<file path="config.mk">
export PLATFORM = sky130hd
export DESIGN_NAME = line_checksum_ack_link_core
export DESIGN_NICKNAME = d
export VERILOG_FILES = /design/src/rtl/lcal_pkg.sv /design/src/rtl/lcal_front.sv /design/src/rtl/lcal_cmd_fifo.sv /design/src/rtl/lcal_back.sv /design/src/rtl/line_checksum_ack_link_core.sv
export VERILOG_INCLUDE_DIRS = /design/src /design/src/rtl
export SDC_FILE = /design/constraint.sdc
export NUM_CORES = 1
export LEC_CHECK = 0
export ABC_AREA = 1
export BUFFER_PORTS_ARGS = -buffer_cell sky130_fd_sc_hd__buf_2
export CAP_MARGIN = 40
export CORE_AREA = 2 2 258 286
export DETAILED_ROUTE_END_ITERATION = 8
export DIE_AREA = 0 0 260 288
export GPL_ROUTABILITY_DRIVEN = 0
export PLACE_DENSITY = 0.51
export SYNTH_ARGS = -nofsm -noshare
export SYNTH_HDL_FRONTEND = slang
export SYNTH_SLANG_ARGS = --single-unit
</file>
<file path="constraint.sdc">
create_clock -name clk_i -period 7.5 [get_ports clk_i]
set_input_delay 0.375 -clock clk_i [delete_from_list [all_inputs] [get_ports clk_i]]
set_output_delay 0.375 -clock clk_i [all_outputs]
set_load 0.02 [all_outputs]
</file>
<file path="src/rtl/line_checksum_ack_link_core_defines.svh">
// Assertion macros used by the line checksum link back end.
`ifndef LINE_CHECKSUM_ACK_LINK_CORE_DEFINES_SVH
`define LINE_CHECKSUM_ACK_LINK_CORE_DEFINES_SVH

// cond must never hold outside reset
`define LCAL_NEVER(lbl, cond, msg) \
  lbl: assert property (@(posedge clk_i) disable iff (!rst_ni) !(cond)) else $error(msg);

// ante implies cons in the same cycle
`define LCAL_IMPLY(lbl, ante, cons, msg) \
  lbl: assert property (@(posedge clk_i) disable iff (!rst_ni) (ante) |-> (cons)) else $error(msg);

`endif

</file>
<file path="src/rtl/lcal_pkg.sv">
// Types and constants of the line checksum link.
package lcal_pkg;

  // input kinds
  localparam logic [1:0] KIND_LINK  = 2'd0;
  localparam logic [1:0] KIND_TICK  = 2'd1;
  localparam logic [1:0] KIND_SRC   = 2'd2;
  localparam logic [1:0] KIND_START = 2'd3;

  // result status codes
  localparam logic [2:0] STS_NONE    = 3'd0;
  localparam logic [2:0] STS_LINE    = 3'd1;
  localparam logic [2:0] STS_BADSUM  = 3'd2;
  localparam logic [2:0] STS_TIMEOUT = 3'd3;
  localparam logic [2:0] STS_JOBEND  = 3'd4;
  localparam logic [2:0] STS_ABORT   = 3'd5;
  localparam logic [2:0] STS_BELL    = 3'd6;

  // link characters
  localparam logic [7:0] CHR_ACK   = 8'h06;
  localparam logic [7:0] CHR_NAK   = 8'h15;
  localparam logic [7:0] CHR_BEL   = 8'h07;
  localparam logic [7:0] CHR_CR    = 8'h0d;
  localparam logic [7:0] CHR_LF    = 8'h0a;
  localparam logic [7:0] CHR_EOF   = 8'h1a;
  localparam logic [7:0] CHR_QUOTE = 8'h27;

  localparam logic [7:0] SUM_RX_MASK     = 8'h7f;
  localparam logic [7:0] ERR_MAX         = 8'hff;
  localparam logic [7:0] ERR_LIMIT_RESET = 8'd10;

  // configuration registers
  localparam int unsigned CFG_IDX_W  = 1;
  localparam int unsigned CFG_DATA_W = 8;
  localparam logic [CFG_IDX_W-1:0] REG_DIRECTION   = 1'd0;
  localparam logic [CFG_IDX_W-1:0] REG_ERROR_LIMIT = 1'd1;

  // line length field, wide enough for the largest line depth (63)
  localparam int unsigned LEN_W = 6;

  localparam int unsigned CMD_FIFO_DEPTH = 2;

  typedef struct packed {
    logic [1:0] kind;
    logic [7:0] data_byte;
    logic       source_end;
  } item_t;

  typedef struct packed {
    logic       link_valid;
    logic [7:0] link_byte;
    logic       sink_valid;
    logic [7:0] sink_byte;
    logic [2:0] status;
    logic       overflow;
    logic [7:0] error_total;
    logic       last;
  } result_t;

  typedef enum logic [1:0] {
    CMD_SINGLE,
    CMD_DELIVER,
    CMD_SEND,
    CMD_SEND_END
  } cmd_op_e;

  // At most one command per accepted transaction; it yields the whole result group.
  typedef struct packed {
    cmd_op_e          op;
    logic             link_valid;
    logic [7:0]       link_byte;
    logic [2:0]       status;
    logic             ovf_a;
    logic [7:0]       err_a;
    logic             abort;
    logic             ovf_b;
    logic [7:0]       err_b;
    logic [LEN_W-1:0] len;
    logic [7:0]       sum;
  } cmd_t;

  typedef struct packed {
    logic             en;
    logic [LEN_W-1:0] addr;
    logic [7:0]       data;
  } store_wr_t;

endpackage

</file>
<file path="src/rtl/lcal_front.sv">
// Front end: protocol state, line gathering and command generation.
module lcal_front #(
  parameter int unsigned LINE_DEPTH = 32
) (
  input  logic                               clk_i,
  input  logic                               rst_ni,
  input  logic                               item_valid_i,
  input  lcal_pkg::item_t                    item_i,
  output logic                               full_o,
  input  logic                               cfg_we_i,
  input  logic [lcal_pkg::CFG_IDX_W-1:0]     cfg_idx_i,
  input  logic [lcal_pkg::CFG_DATA_W-1:0]    cfg_data_i,
  output logic                               cmd_push_o,
  output lcal_pkg::cmd_t                     cmd_o,
  input  logic                               fifo_full_i,
  output lcal_pkg::store_wr_t                store_wr_o,
  input  logic                               walk_done_i
);
  import lcal_pkg::*;

  localparam int unsigned LenW = $clog2(LINE_DEPTH + 1);

  typedef enum logic [2:0] {
    F_IDLE,
    F_RXDATA,
    F_RXCHECK,
    F_TXFILL,
    F_TXWAIT,
    F_DONE
  } front_state_e;

  front_state_e    state_q, state_d;
  logic [7:0]      sum_q, sum_d;
  logic [LenW-1:0] len_q, len_d;
  logic [7:0]      err_q, err_d;
  logic            ending_q, ending_d;
  logic            ovf_q, ovf_d;
  logic [7:0]      last_byte_q, last_byte_d;
  logic            reader_q, reader_d;
  logic            dir_q;
  logic [7:0]      limit_q;

  logic       accept;
  logic [7:0] err_inc;
  logic       abort;
  logic [7:0] b;

  assign full_o  = fifo_full_i | reader_q;
  assign accept  = item_valid_i & ~full_o;
  assign err_inc = (err_q == ERR_MAX) ? err_q : err_q + 8'd1;
  assign abort   = err_inc > limit_q;
  assign b       = item_i.data_byte;

  always_comb begin
    state_d     = state_q;
    sum_d       = sum_q;
    len_d       = len_q;
    err_d       = err_q;
    ending_d    = ending_q;
    ovf_d       = ovf_q;
    last_byte_d = last_byte_q;
    reader_d    = reader_q;
    cmd_push_o  = 1'b0;
    cmd_o       = '0;
    store_wr_o  = '0;

    if (walk_done_i) begin
      reader_d = 1'b0;
    end

    if (accept) begin
      if (item_i.kind == KIND_START) begin
        len_d    = '0;
        sum_d    = '0;
        ovf_d    = 1'b0;
        err_d    = '0;
        ending_d = 1'b0;
        state_d  = dir_q ? F_TXFILL : F_RXDATA;
      end else begin
        unique case (state_q)
          F_RXDATA, F_RXCHECK: begin
            if (item_i.kind == KIND_TICK) begin
              cmd_push_o       = 1'b1;
              cmd_o.op         = CMD_SINGLE;
              cmd_o.link_valid = 1'b1;
              cmd_o.link_byte  = CHR_NAK;
              cmd_o.status     = STS_TIMEOUT;
              cmd_o.ovf_a      = ovf_q;
              cmd_o.err_a      = err_q;
              cmd_o.abort      = abort;
              cmd_o.err_b      = err_inc;
              len_d            = '0;
              sum_d            = '0;
              ovf_d            = 1'b0;
              err_d            = err_inc;
              state_d          = abort ? F_DONE : F_RXDATA;
            end else if (item_i.kind == KIND_LINK && state_q == F_RXDATA) begin
              if (b != CHR_CR) begin
                if (len_q < LenW'(LINE_DEPTH)) begin
                  store_wr_o.en   = 1'b1;
                  store_wr_o.addr = LEN_W'(len_q);
                  store_wr_o.data = b;
                  len_d           = len_q + 1'b1;
                  last_byte_d     = b;
                end else begin
                  ovf_d = 1'b1;
                end
              end else begin
                state_d = F_RXCHECK;
              end
              sum_d = (sum_q + b) & SUM_RX_MASK;
            end else if (item_i.kind == KIND_LINK) begin
              cmd_push_o = 1'b1;
              cmd_o.ovf_a = ovf_q;
              cmd_o.err_a = err_q;
              len_d       = '0;
              sum_d       = '0;
              ovf_d       = 1'b0;
              state_d     = F_RXDATA;
              if (b != sum_q) begin
                cmd_o.op         = CMD_SINGLE;
                cmd_o.link_valid = 1'b1;
                cmd_o.link_byte  = CHR_NAK;
                cmd_o.status     = STS_BADSUM;
                cmd_o.abort      = abort;
                cmd_o.err_b      = err_inc;
                err_d            = err_inc;
                if (abort) begin
                  state_d = F_DONE;
                end
              end else if (len_q != '0 && last_byte_q == CHR_EOF) begin
                cmd_o.op         = CMD_SINGLE;
                cmd_o.link_valid = 1'b1;
                cmd_o.link_byte  = CHR_ACK;
                cmd_o.status     = STS_JOBEND;
                state_d          = F_DONE;
              end else begin
                cmd_o.op  = CMD_DELIVER;
                cmd_o.len = LEN_W'(len_q);
                reader_d  = 1'b1;
              end
            end
          end
          F_TXFILL: begin
            if (item_i.kind == KIND_SRC) begin
              if (item_i.source_end) begin
                len_d      = '0;
                sum_d      = '0;
                ovf_d      = 1'b0;
                ending_d   = 1'b1;
                cmd_push_o = 1'b1;
                cmd_o.op   = CMD_SEND_END;
                cmd_o.err_a = err_q;
                state_d    = F_TXWAIT;
              end else if (b == CHR_LF) begin
                if (len_q < LenW'(LINE_DEPTH)) begin
                  store_wr_o.en   = 1'b1;
                  store_wr_o.addr = LEN_W'(len_q);
                  store_wr_o.data = CHR_CR;
                  len_d           = len_q + 1'b1;
                  sum_d           = sum_q + CHR_CR;
                end
                cmd_push_o  = 1'b1;
                cmd_o.op    = CMD_SEND;
                cmd_o.len   = LEN_W'(len_d);
                cmd_o.sum   = sum_d;
                cmd_o.ovf_a = ovf_q;
                cmd_o.err_a = err_q;
                reader_d    = 1'b1;
                state_d     = F_TXWAIT;
              end else if (len_q < LenW'(LINE_DEPTH - 1)) begin
                store_wr_o.en   = 1'b1;
                store_wr_o.addr = LEN_W'(len_q);
                store_wr_o.data = b;
                len_d           = len_q + 1'b1;
                sum_d           = sum_q + b;
              end else begin
                ovf_d = 1'b1;
              end
            end
          end
          F_TXWAIT: begin
            if (item_i.kind == KIND_TICK) begin
              cmd_push_o   = 1'b1;
              cmd_o.op     = CMD_SINGLE;
              cmd_o.status = STS_TIMEOUT;
              cmd_o.ovf_a  = ovf_q;
              cmd_o.err_a  = err_q;
              cmd_o.abort  = abort;
              cmd_o.ovf_b  = ovf_q;
              cmd_o.err_b  = err_inc;
              err_d        = err_inc;
              if (abort) begin
                state_d = F_DONE;
              end
            end else if (item_i.kind == KIND_LINK) begin
              case (b)
                CHR_ACK: begin
                  cmd_push_o   = 1'b1;
                  cmd_o.op     = CMD_SINGLE;
                  cmd_o.status = ending_q ? STS_JOBEND : STS_LINE;
                  cmd_o.ovf_a  = ovf_q;
                  cmd_o.err_a  = err_q;
                  state_d      = ending_q ? F_DONE : F_TXFILL;
                  len_d        = '0;
                  sum_d        = '0;
                  ovf_d        = 1'b0;
                end
                CHR_NAK: begin
                  cmd_push_o  = 1'b1;
                  cmd_o.ovf_a = ovf_q;
                  cmd_o.err_a = err_inc;
                  err_d       = err_inc;
                  if (abort) begin
                    cmd_o.op     = CMD_SINGLE;
                    cmd_o.status = STS_ABORT;
                    state_d      = F_DONE;
                  end else if (ending_q) begin
                    cmd_o.op = CMD_SEND_END;
                  end else begin
                    cmd_o.op  = CMD_SEND;
                    cmd_o.len = LEN_W'(len_q);
                    cmd_o.sum = sum_q;
                    reader_d  = 1'b1;
                  end
                end
                CHR_BEL: begin
                  cmd_push_o   = 1'b1;
                  cmd_o.op     = CMD_SINGLE;
                  cmd_o.status = STS_BELL;
                  cmd_o.ovf_a  = ovf_q;
                  cmd_o.err_a  = err_q;
                  state_d      = F_DONE;
                end
                default: begin
                end
              endcase
            end
          end
          default: begin
          end
        endcase
      end
    end
  end

  always_ff @(posedge clk_i or negedge rst_ni) begin
    if (!rst_ni) begin
      state_q     <= F_IDLE;
      sum_q       <= '0;
      len_q       <= '0;
      err_q       <= '0;
      ending_q    <= 1'b0;
      ovf_q       <= 1'b0;
      last_byte_q <= '0;
      reader_q    <= 1'b0;
      dir_q       <= 1'b0;
      limit_q     <= ERR_LIMIT_RESET;
    end else begin
      state_q     <= state_d;
      sum_q       <= sum_d;
      len_q       <= len_d;
      err_q       <= err_d;
      ending_q    <= ending_d;
      ovf_q       <= ovf_d;
      last_byte_q <= last_byte_d;
      reader_q    <= reader_d;
      if (cfg_we_i) begin
        unique case (cfg_idx_i)
          REG_DIRECTION:   dir_q   <= cfg_data_i[0];
          REG_ERROR_LIMIT: limit_q <= cfg_data_i;
          default: begin
          end
        endcase
      end
    end
  end

endmodule

</file>
<file path="src/rtl/lcal_cmd_fifo.sv">
// Short command queue between front and back end.
module lcal_cmd_fifo (
  input  logic           clk_i,
  input  logic           rst_ni,
  input  logic           push_i,
  input  lcal_pkg::cmd_t data_i,
  output logic           full_o,
  input  logic           pop_i,
  output lcal_pkg::cmd_t data_o,
  output logic           empty_o
);
  import lcal_pkg::*;

  localparam int unsigned PtrW = $clog2(CMD_FIFO_DEPTH);
  localparam int unsigned CntW = $clog2(CMD_FIFO_DEPTH + 1);

  cmd_t            slots_q [CMD_FIFO_DEPTH];
  logic [PtrW-1:0] wr_ptr_q, rd_ptr_q;
  logic [CntW-1:0] count_q;
  logic            do_push, do_pop;

  assign full_o  = count_q == CntW'(CMD_FIFO_DEPTH);
  assign empty_o = count_q == '0;
  assign do_push = push_i & ~full_o;
  assign do_pop  = pop_i & ~empty_o;
  assign data_o  = slots_q[rd_ptr_q];

  always_ff @(posedge clk_i) begin
    if (do_push) begin
      slots_q[wr_ptr_q] <= data_i;
    end
  end

  always_ff @(posedge clk_i or negedge rst_ni) begin
    if (!rst_ni) begin
      wr_ptr_q <= '0;
      rd_ptr_q <= '0;
      count_q  <= '0;
    end else begin
      if (do_push) begin
        wr_ptr_q <= (wr_ptr_q == PtrW'(CMD_FIFO_DEPTH - 1)) ? '0 : wr_ptr_q + 1'b1;
      end
      if (do_pop) begin
        rd_ptr_q <= (rd_ptr_q == PtrW'(CMD_FIFO_DEPTH - 1)) ? '0 : rd_ptr_q + 1'b1;
      end
      if (do_push && !do_pop) begin
        count_q <= count_q + 1'b1;
      end else if (do_pop && !do_push) begin
        count_q <= count_q - 1'b1;
      end
    end
  end

endmodule

</file>
<file path="src/rtl/lcal_back.sv">
// Back end: line store, command execution and result register.
`include "line_checksum_ack_link_core_defines.svh"

module lcal_back #(
  parameter int unsigned LINE_DEPTH = 32
) (
  input  logic                clk_i,
  input  logic                rst_ni,
  input  logic                fifo_empty_i,
  input  lcal_pkg::cmd_t      fifo_data_i,
  output logic                fifo_pop_o,
  input  lcal_pkg::store_wr_t store_wr_i,
  output logic                walk_done_o,
  output logic                res_valid_o,
  output lcal_pkg::result_t   res_o,
  input  logic                res_pop_i
);
  import lcal_pkg::*;

  localparam int unsigned IdxW = $clog2(LINE_DEPTH);

  typedef enum logic [3:0] {
    B_IDLE,
    B_SINGLE,
    B_ABORT,
    B_WALK,
    B_TAIL,
    B_ACK,
    B_END1,
    B_END2,
    B_END3
  } back_state_e;

  back_state_e     state_q;
  cmd_t            cmd_q;
  logic [IdxW-1:0] idx_q, idx_next, rd_addr;
  logic [7:0]      store_mem [LINE_DEPTH];
  logic [7:0]      rdata_q;
  result_t         res_q;
  logic            res_valid_q;
  logic            walk_done_q;
  logic            can_emit;
  logic            walk_last;
  logic            is_deliver;
  logic            res_load;
  logic            walk_end;
  logic            in_walk;

  function automatic result_t mk_res(logic lv, logic [7:0] lb, logic sv, logic [7:0] sb,
                                     logic [2:0] st, logic ovf, logic [7:0] err,
                                     logic lst);
    result_t r;
    r.link_valid  = lv;
    r.link_byte   = lv ? lb : 8'h00;
    r.sink_valid  = sv;
    r.sink_byte   = sv ? sb : 8'h00;
    r.status      = st;
    r.overflow    = ovf;
    r.error_total = err;
    r.last        = lst;
    return r;
  endfunction

  assign can_emit    = ~res_valid_q | res_pop_i;
  assign fifo_pop_o  = (state_q == B_IDLE) & ~fifo_empty_i;
  assign idx_next    = (idx_q == IdxW'(LINE_DEPTH - 1)) ? '0 : idx_q + 1'b1;
  assign walk_last   = (LEN_W'(idx_q) + LEN_W'(1)) == cmd_q.len;
  assign is_deliver  = cmd_q.op == CMD_DELIVER;
  assign res_load    = (state_q != B_IDLE) & can_emit;
  assign walk_end    = can_emit & ((state_q == B_ACK) | ((state_q == B_TAIL) & ~is_deliver));
  assign in_walk     = (state_q == B_WALK) | (state_q == B_TAIL);
  assign res_valid_o = res_valid_q;
  assign res_o       = res_q;
  assign walk_done_o = walk_done_q;

  always_comb begin
    if (state_q == B_IDLE) begin
      rd_addr = '0;
    end else if (state_q == B_WALK && can_emit) begin
      rd_addr = idx_next;
    end else begin
      rd_addr = idx_q;
    end
  end

  always_ff @(posedge clk_i) begin
    if (store_wr_i.en) begin
      store_mem[store_wr_i.addr[IdxW-1:0]] <= store_wr_i.data;
    end
    rdata_q <= store_mem[rd_addr];
  end

  always_ff @(posedge clk_i or negedge rst_ni) begin
    if (!rst_ni) begin
      state_q     <= B_IDLE;
      cmd_q       <= '0;
      idx_q       <= '0;
      res_q       <= '0;
      res_valid_q <= 1'b0;
      walk_done_q <= 1'b0;
    end else begin
      walk_done_q <= walk_end;
      if (res_load) begin
        res_valid_q <= 1'b1;
      end else if (res_pop_i) begin
        res_valid_q <= 1'b0;
      end
      unique case (state_q)
        B_IDLE: begin
          if (!fifo_empty_i) begin
            cmd_q <= fifo_data_i;
            idx_q <= '0;
            unique case (fifo_data_i.op) inside
              CMD_SINGLE: state_q <= B_SINGLE;
              CMD_DELIVER, CMD_SEND: begin
                state_q <= (fifo_data_i.len == '0) ? B_TAIL : B_WALK;
              end
              default: state_q <= B_END1;
            endcase
          end
        end
        B_SINGLE: begin
          if (can_emit) begin
            res_q <= mk_res(cmd_q.link_valid, cmd_q.link_byte, 1'b0, 8'h00, cmd_q.status,
                            cmd_q.ovf_a, cmd_q.err_a, ~cmd_q.abort);
            state_q <= cmd_q.abort ? B_ABORT : B_IDLE;
          end
        end
        B_ABORT: begin
          if (can_emit) begin
            res_q <= mk_res(1'b0, 8'h00, 1'b0, 8'h00, STS_ABORT, cmd_q.ovf_b, cmd_q.err_b,
                            1'b1);
            state_q <= B_IDLE;
          end
        end
        B_WALK: begin
          if (can_emit) begin
            res_q <= mk_res(~is_deliver, rdata_q, is_deliver, rdata_q, STS_NONE,
                            cmd_q.ovf_a, cmd_q.err_a, 1'b0);
            idx_q <= idx_next;
            if (walk_last) begin
              state_q <= B_TAIL;
            end
          end
        end
        B_TAIL: begin
          if (can_emit) begin
            if (is_deliver) begin
              res_q <= mk_res(1'b0, 8'h00, 1'b1, CHR_LF, STS_NONE, cmd_q.ovf_a, cmd_q.err_a,
                              1'b0);
              state_q <= B_ACK;
            end else begin
              res_q <= mk_res(1'b1, cmd_q.sum, 1'b0, 8'h00, STS_NONE, cmd_q.ovf_a,
                              cmd_q.err_a, 1'b1);
              state_q <= B_IDLE;
            end
          end
        end
        B_ACK: begin
          if (can_emit) begin
            res_q <= mk_res(1'b1, CHR_ACK, 1'b0, 8'h00, STS_LINE, cmd_q.ovf_a, cmd_q.err_a,
                            1'b1);
            state_q <= B_IDLE;
          end
        end
        B_END1: begin
          if (can_emit) begin
            res_q <= mk_res(1'b1, CHR_EOF, 1'b0, 8'h00, STS_NONE, cmd_q.ovf_a, cmd_q.err_a,
                            1'b0);
            state_q <= B_END2;
          end
        end
        B_END2: begin
          if (can_emit) begin
            res_q <= mk_res(1'b1, CHR_CR, 1'b0, 8'h00, STS_NONE, cmd_q.ovf_a, cmd_q.err_a,
                            1'b0);
            state_q <= B_END3;
          end
        end
        B_END3: begin
          if (can_emit) begin
            res_q <= mk_res(1'b1, CHR_QUOTE, 1'b0, 8'h00, STS_NONE, cmd_q.ovf_a,
                            cmd_q.err_a, 1'b1);
            state_q <= B_IDLE;
          end
        end
        default: state_q <= B_IDLE;
      endcase
    end
  end

  `LCAL_NEVER(a_no_write_in_walk, store_wr_i.en && in_walk, "line store written in a walk")
  `LCAL_IMPLY(a_walk_in_range, state_q == B_WALK, LEN_W'(idx_q) < cmd_q.len, "walk past length")
  `LCAL_IMPLY(a_idle_group_closed, state_q == B_IDLE && res_valid_q, res_q.last, "open group")

endmodule

</file>
<file path="src/rtl/line_checksum_ack_link_core.sv">
// Top level of the line checksum acknowledged serial link.
// Usage:
//   Input channel (push/full): each transaction is a link byte, a timeout tick, a
//   source byte or a start-job command. Configuration (cfg_we_i, cfg_idx_i,
//   cfg_data_i) sets direction and error limit; write only while the block is idle.
//   Result channel (empty/pop): link bytes to send, delivered line bytes and
//   status, zero or more results per transaction, the final one of each group
//   marked last.
// Result path and throughput:
//   The first result of a transaction passes the command queue, the back end's
//   command register and the result register. Within a group results leave at one
//   per cycle while pop keeps pace. A line delivery or transmission walks the line
//   store via its single read port: up to LINE_DEPTH+2 results. While such a walk
//   is queued or running, full stays high; other transactions queue two deep.
// Reset: protocol idle, counters and flags cleared, error limit 10, receive
//   direction. The line store is not cleared; no clearing pass is needed.
// Stall: an untaken result holds in the output register, the back end waits,
//   the command queue fills and full rises until pop resumes.
module line_checksum_ack_link_core #(
  parameter int unsigned LINE_DEPTH = 32
) (
  input  logic                            clk_i,
  input  logic                            rst_ni,
  input  logic                            push,
  output logic                            full,
  input  lcal_pkg::item_t                 item_i,
  output logic                            empty,
  input  logic                            pop,
  output lcal_pkg::result_t               result_o,
  input  logic                            cfg_we_i,
  input  logic [lcal_pkg::CFG_IDX_W-1:0]  cfg_idx_i,
  input  logic [lcal_pkg::CFG_DATA_W-1:0] cfg_data_i
);
  import lcal_pkg::*;

  logic      cmd_push;
  cmd_t      cmd_in, cmd_out;
  logic      fifo_full, fifo_empty, fifo_pop;
  store_wr_t store_wr;
  logic      walk_done;
  logic      res_valid;

  lcal_front #(
    .LINE_DEPTH(LINE_DEPTH)
  ) u_front (
    .clk_i       (clk_i),
    .rst_ni      (rst_ni),
    .item_valid_i(push),
    .item_i      (item_i),
    .full_o      (full),
    .cfg_we_i    (cfg_we_i),
    .cfg_idx_i   (cfg_idx_i),
    .cfg_data_i  (cfg_data_i),
    .cmd_push_o  (cmd_push),
    .cmd_o       (cmd_in),
    .fifo_full_i (fifo_full),
    .store_wr_o  (store_wr),
    .walk_done_i (walk_done)
  );

  lcal_cmd_fifo u_cmd_fifo (
    .clk_i  (clk_i),
    .rst_ni (rst_ni),
    .push_i (cmd_push),
    .data_i (cmd_in),
    .full_o (fifo_full),
    .pop_i  (fifo_pop),
    .data_o (cmd_out),
    .empty_o(fifo_empty)
  );

  lcal_back #(
    .LINE_DEPTH(LINE_DEPTH)
  ) u_back (
    .clk_i       (clk_i),
    .rst_ni      (rst_ni),
    .fifo_empty_i(fifo_empty),
    .fifo_data_i (cmd_out),
    .fifo_pop_o  (fifo_pop),
    .store_wr_i  (store_wr),
    .walk_done_o (walk_done),
    .res_valid_o (res_valid),
    .res_o       (result_o),
    .res_pop_i   (pop)
  );

  assign empty = ~res_valid;

endmodule
</file>
---- After elaboration in Yosys (flattened, before gate mapping) ----
Memory sizes are Yosys's and may differ from the RTL's. A register that Yosys moved wholly into a read port is not among the register bits.
Index checks and enable logic that the tools add are counted.
word-level totals
  bits of input ports ..................... 25
  memory bits (writable) .................. 350
  memories kept ........................... 2
  bits in registers ....................... 138
  output and inout port bits .............. 33
operators by class
  reduce and logical (&&, ||, !) cells .... 40
  $add $sub $neg .......................... 10
  magnitude comparators ................... 3
  bitwise gates (word level) .............. 19
  multiplexer cells ....................... 207
  equality and inequality tests ........... 58
memories
  name                words  width  read ports  clocked after memory_dff  write ports  RTL line             RTL
  u_back.store_mem    32     8      1           1                         1            lcal_back.sv:37      logic [7:0] store_mem [LINE_DEPTH];
  u_cmd_fifo.slots_q  2      47     1           0                         1            lcal_cmd_fifo.sv:17  cmd_t slots_q [CMD_FIFO_DEPTH];
operators by type and width
  kind                                                                     count
  31-bit 2-to-1 mux                                                        9
  31-bit one-hot mux with 8 select lines                                   1
  8-bit 2-to-1 mux                                                         27
  15-bit 2-to-1 mux                                                        11
  14-bit 2-to-1 mux                                                        10
  6-bit 2-to-1 mux                                                         16
  47-bit 2-to-1 mux                                                        2
  24-bit 2-to-1 mux                                                        3
  1-bit 2-to-1 mux                                                         57
  3-bit 2-to-1 mux                                                         19
  8-bit one-hot mux with 2 select lines                                    3
  12-bit 2-to-1 mux                                                        3
  12-bit one-hot mux with 3 select lines                                   1
  6-bit one-hot mux with 3 select lines                                    2
  4-bit 2-to-1 mux                                                         8
  15-bit one-hot mux with 2 select lines                                   1
  4-bit one-hot mux with 7 select lines                                    1
  9-bit 2-to-1 mux                                                         3
  9-bit one-hot mux with 3 select lines                                    1
  5-bit 2-to-1 mux                                                         5
  8-bit one-hot mux with 3 select lines                                    1
  8-bit AND reduction                                                      3
  2-bit 2-to-1 mux                                                         11
  2-bit by 1-bit inequality test with 1-bit output, second input constant  10
  other kinds (69)                                                         129

---- Depth between registers and ports, before layout ----
  word-level depth ........................ 13
  depth in mapped cells ................... 21
  mapped depth without buffers ............ 21

---- Cells and area by module ----
A second synthesis with hierarchy kept.
unflattened totals
  cells, all modules ...................... 2581
  area, all modules ....................... 24074.3 sq um
by module, submodules not included
  module                       seq. area each (sq um)  times used  cells each  area each (sq um)
  lcal_back                    10074.7                 1           1530        15702.6
  lcal_front                   1128.6                  1           773         4727.0
  lcal_cmd_fifo                2922.8                  1           277         3641.0
  line_checksum_ack_link_core  0.0                     1           1           3.8

---- Worst setup path before layout ----
Ideal clock, no wire load.
  path kind ............................... input to register
  start ................................... in item_i[7] (netlist bit)
  end ..................................... mem u_cmd_fifo.slots_q[1][0] (netlist bit), enable pin
  setup time .............................. 0.439 ns
  stages .................................. 11
  required time ........................... 7.061 ns
  arrival time ............................ 3.178 ns
  buffers on the path ..................... 0
  setup slack ............................. 3.883 ns
  cell sequence ........................... inv_1 > nand3_1 > nor2_1 > nand2_1 > nor2_4 > inv_1 > a21oi_4 > inv_1 > nand3_1 > nand2_1 > nor2_1
on the way
  longest elaborated chain between the ends .. 11
  elaborated cells between the ends (all ways) .. 17
  those cells by class .................... eq/ne (4); mux (11); bitwise (1); reduce/logical (1)
ends and longest elaborated chain
  what                                                                                                              RTL line                           RTL
  start: declaration                                                                                                line_checksum_ack_link_core.sv:26  input lcal_pkg::item_t item_i,
  8-bit by 3-bit equality test with 1-bit output or 8-bit by 5-bit equality test with 1-bit output (tied branches)  lcal_front.sv:197                  case (b)
  3-bit OR reduction (no line)                                                                                      -
  1-bit 2-to-1 mux                                                                                                  lcal_front.sv:197
  1-bit 2-to-1 mux                                                                                                  lcal_front.sv:196                  end else if (item_i.kind == KIND_LINK) begin
  1-bit 2-to-1 mux                                                                                                  lcal_front.sv:183                  if (item_i.kind == KIND_TICK) begin
  1-bit one-hot mux with 3 select lines *                                                                           lcal_front.sv:80                   unique case (state_q)
  1-bit 2-to-1 mux *                                                                                                lcal_front.sv:72                   if (item_i.kind == KIND_START) begin
  1-bit 2-to-1 mux *                                                                                                lcal_front.sv:71                   if (accept) begin
  1-bit AND *                                                                                                       lcal_cmd_fifo.sv:24                assign do_push = push_i & ~full_o;
  1-bit 2-to-1 mux *                                                                                                lcal_cmd_fifo.sv:29                if (do_push) begin
  1-bit 2-to-1 mux (not written as such) *                                                                          lcal_cmd_fifo.sv:30                slots_q[wr_ptr_q] <= data_i;
  end: declaration                                                                                                  lcal_cmd_fifo.sv:17
Every way passes the cells marked *; elsewhere a longest branch is shown, timed or not.

==> flow_summary_export.csv <==
group,metric,value,unit
run_status,status,"finished, final reports clean",
detailed_routing,wl,63.8,mm
power,p_leak,11.1,nW
die,rows,104,
detailed_routing,via_per_inst,4.93,
finish,final_cell_mix,"nand2_1 (493), inv_1 (390), edfxtp_1 (338)",
die,dieArea,0.0749,mm^2
place,place_area,0.0247,mm^2
synthesis,synth_area_per_cell,9.34,um^2
critical_path,r2r_end,"u_cmd_fifo.slots_q[1][3]$_DFFE_PP_",
synthesis,ys_types,58,
critical_path,rr_startpoint,"u_front.err_q[1]$_DFFE_PN0P_",
synthesis,synth-xor-area-share,0.706,%
synthesis,ys_seq_area_share,57.8,%
detailed_routing,drtPass1Iterations,5,
clocking,clk_path_buf_depth,3,
sta,worstMarginPinSlew,962,ps
sta,rsz0062_at_grt,"no",
finish,finalNetCount,2598,
worst_hold_path,min-delay-start,"cfg_data_i[7]",
critical_path,crit_top_cell,"nand2_1",
critical_path,cpMaxStageDelayCell,"dfrtp_1",
sta,hold_viol,0,
finish,final_common_cell,"nand2_1",
sta,skew,21.1,ps
die,start_util,32.6,%
critical_path,r2r_cells,19,
clocking,cts_setup_buffers,0,
die,fp.dieW,260,um
synthesis,synth_cells,2523,
synthesis,ys_ff_latch,478,
worst_hold_path,min_to,"u_front.limit_q[7]$_DFFE_PN0P_",
critical_path,cp_max_fo,9,
critical_path,r2r_setup_slack,3680,ps
finish,area_delta_synth_final,12.0,%
clocking,htreeDepth,2,
worst_hold_path,whs_path_depth,3,
worst_hold_path,hp-class,"primary input to flip-flop",
die,coreArea,0.0722,mm^2
critical_path,path_class,"flip-flop to flip-flop",
critical_path,cp_top_family,"simple AND/OR/NAND/NOR gates",
clocking,cts_hold_buf,7,
synthesis,synthSimpleGateAreaFrac,24.1,%
clocking,cts_resized,0,
finish,n_fill_cell,7293,
clocking,clockRootBuffer,"clkbuf_16",
global_routing,grt_pass1_vias,16900,
power,max-vdd-ir-drop,0.000172,V
global_routing,antenna_found_initial,1,
global_routing,grt_pass1_wl,99.4,mm
synthesis,synth_nets,2575,
critical_path,worstSetupStartpointType,"flip-flop",
synthesis,synth-compound-area-share,6.44,%
synthesis,ys_warn_count,0,
detailed_routing,antenna_left,0,
sta,maxSlewHeadroom,35.8,%
detailed_routing,routedWlPerCell,18.0,um
critical_path,cp_num_buf_inv,2,
clocking,clk_latency,610,ps
clocking,cts.clk_slew.worst_paths,60,ps
critical_path,arrival,4150,ps
power,power_density,336,mW/mm^2
critical_path,cp.required,7830,ps
synthesis,synth_mux_area_share,0,%
clocking,cts.sink_count,478,
sta,slew_violations,0,
sta,timing.final.crit_period,3820,ps
sta,fin_setup_tns,0,ps
clocking,cts_tree,"yes",
detailed_routing,drtIter0Drc,1524,
sta,max_freq,0.262,GHz
run,cap_viol_max_count,0,
critical_path,crit_chain,"ha_1 -> nand2_1 -> nor2_1 -> nand4_1 -> nor2_2 -> inv_2 -> nand2_1 -> o21a_1 -> inv_1 -> ha_1 -> a21oi_1 -> o21ai_0 -> nand2_1 -> nand2_1 -> nand2_1 -> nand2_2 -> nor2_4 -> nand2_1 -> a21oi_1",
finish,drive_gt1_share,10.5,%
place,dp_hpwl,41.4,mm
die,pin_count,58,
place,placement.io_buffers,57,
detailed_routing,vias,17500,
synthesis,syn_area,0.0236,mm^2
critical_path,worstSetupEndpointType,"flip-flop",
global_routing,grt_start_max_net_pins,131,
clocking,cts_buffers,50,
global_routing,grt_usage,17.0,%
global_routing,grt.overflow.total,0,
sta,final.period_utilization,51.0,%
finish,design_area,0.0264,mm^2
synthesis,synthAdderAreaFrac,1.47,%
synthesis,synth_top_family_by_area,"simple AND/OR/NAND/NOR gates",
sta,setup_viol,0,
detailed_routing,drcViolationCount,0,
die,fp.dieH,288,um
critical_path,cpPeakStageDelay,460,ps
[cell families (layout without fill, tap and decap cells)]
group	Yosys count	count (layout)
xor gates and xnor gates	19	19
buffers and inverters	533	598
DFF	478	478
and+or+nand+nor	1208	1208
AOI/OAI and AO/OA	258	258
other	0	1
adders and majority gates	27	27
[how the worst max path moves through the flow]
stage	start	slack (ps)	depth (start not counted)	to
6_report	u_front.err_q[1]$_DFFE_PN0P_	3680	19	u_cmd_fifo.slots_q[1][3]$_DFFE_PP_
5_1_grt	u_front.err_q[1]$_DFFE_PN0P_	3330	19	u_cmd_fifo.slots_q[0][4]$_DFFE_PP_
4_1_cts	u_front.err_q[1]$_DFFE_PN0P_	3740	19	u_cmd_fifo.slots_q[1][3]$_DFFE_PP_
3_5_place_dp	item_i[1]	3740	15	u_cmd_fifo.slots_q[0][10]$_DFFE_PP_
3_3_place_gp	u_back.state_q[0]$_DFFE_PN0P_	3730	10	u_back.rdata_q[4]$_DFF_P_
2_1_floorplan	item_i[7]	3880	11	u_cmd_fifo.slots_q[1][0]$_DFFE_PP_
[synthesized netlist by cell type, drive strengths merged]
cell type	instances	share of area [%]
nor3	20	0.49
nand2	513	8.5
nand3b	3	0.11
dfrtp	130	14
xor2	12	0.45
ha	26	1.4
a21o	1	0.032
o21ai	105	2.3
nand3	294	6.7
clkbuf	27	0.43
nor2	218	4.1
a21oi	72	1.6
nand4	152	4.0
or2	7	0.19
nor3b	1	0.032
a22oi	4	0.13
fa	1	0.085
a31o	1	0.037
o211ai	6	0.21
edfxtp	338	43
buf	90	2.4
dfstp	2	0.22
inv	408	6.5
a221oi	1	0.037
xnor2	7	0.26
o31ai	34	1.1
a31oi	16	0.42
o2111ai	1	0.064
o21a	2	0.064
o22ai	12	0.32
clkinv	8	0.15
a2111oi	1	0.037
dfxtp	8	0.68
a21boi	1	0.048
a32oi	1	0.037
[per-stage QoR]
step	std cells	hold slack [ps]	util, %	setup WS [ps]	power (mW)
4_1_cts	3542	0.578	36.5	3740	8.94
6_report	3543	35.8	36.5	3680	8.87
5_1_grt	3543	20.5	36.5	3330	9.43
3_3_place_gp	3436	403	34.0	3730	6.36
3_5_place_dp	3441	407	34.2	3740	6.41
2_1_floorplan	2523	79.4	-	3880	5.64
[state kept, by name (all words and copies together) (netlist names), 3 cells and up]
signal	flops
u_front.len_q	6
u_back.res_o	31
u_front.err_q	8
u_back.rdata_q	8
u_back.store_mem	256
u_front.limit_q	8
u_back.state_q	4
u_front.state_q	3
u_back.idx_q	5
u_cmd_fifo.slots_q	82
u_back.cmd_q	41
u_front.last_byte_q	8
u_front.sum_q	8
[worst reg2reg max path: stages (launching register included)]
cell	delay (ps)
dfrtp_1	460
ha_1	210
nand2_1	70
nor2_1	220
nand4_1	180
nor2_2	180
inv_2	110
nand2_1	80
o21a_1	180
inv_1	70
ha_1	330
a21oi_1	150
o21ai_0	80
nand2_1	60
nand2_1	80
nand2_1	170
nand2_2	130
nor2_4	250
nand2_1	90
a21oi_1	440
[layout make-up]
| cell class | instances | area, um^2 | share of cell area, % |
|---|---|---|---|
| clock inverter | 33 | 302 | 1.14 |
| clock buffer | 61 | 1350 | 5.12 |
| timing repair buffer | 88 | 582 | 2.20 |
| tap | 954 | 1190 | 4.52 |
| inverter | 416 | 1570 | 5.96 |
| sequential | 478 | 13600 | 51.6 |
| antenna | 1 | 2.50 | 0.00948 |
| multi-input combinational | 1512 | 7770 | 29.5 |
[layer usage]
layer | track usage, % | share of wire [%]
met5 | 0 | 0
met4 | 5.01 | 2.5
met3 | 2.32 | 5.3
met2 | 26.8 | 45
met1 | 24.2 | 47
[where the power goes]
group          switching, mW  internal (mW)  leakage (nW)
clock                   1.10           1.40         0.806
sequential             0.269           3.17          5.10
combinational           2.09          0.836          5.19
Note: power is estimated with default switching activity, not from simulation.
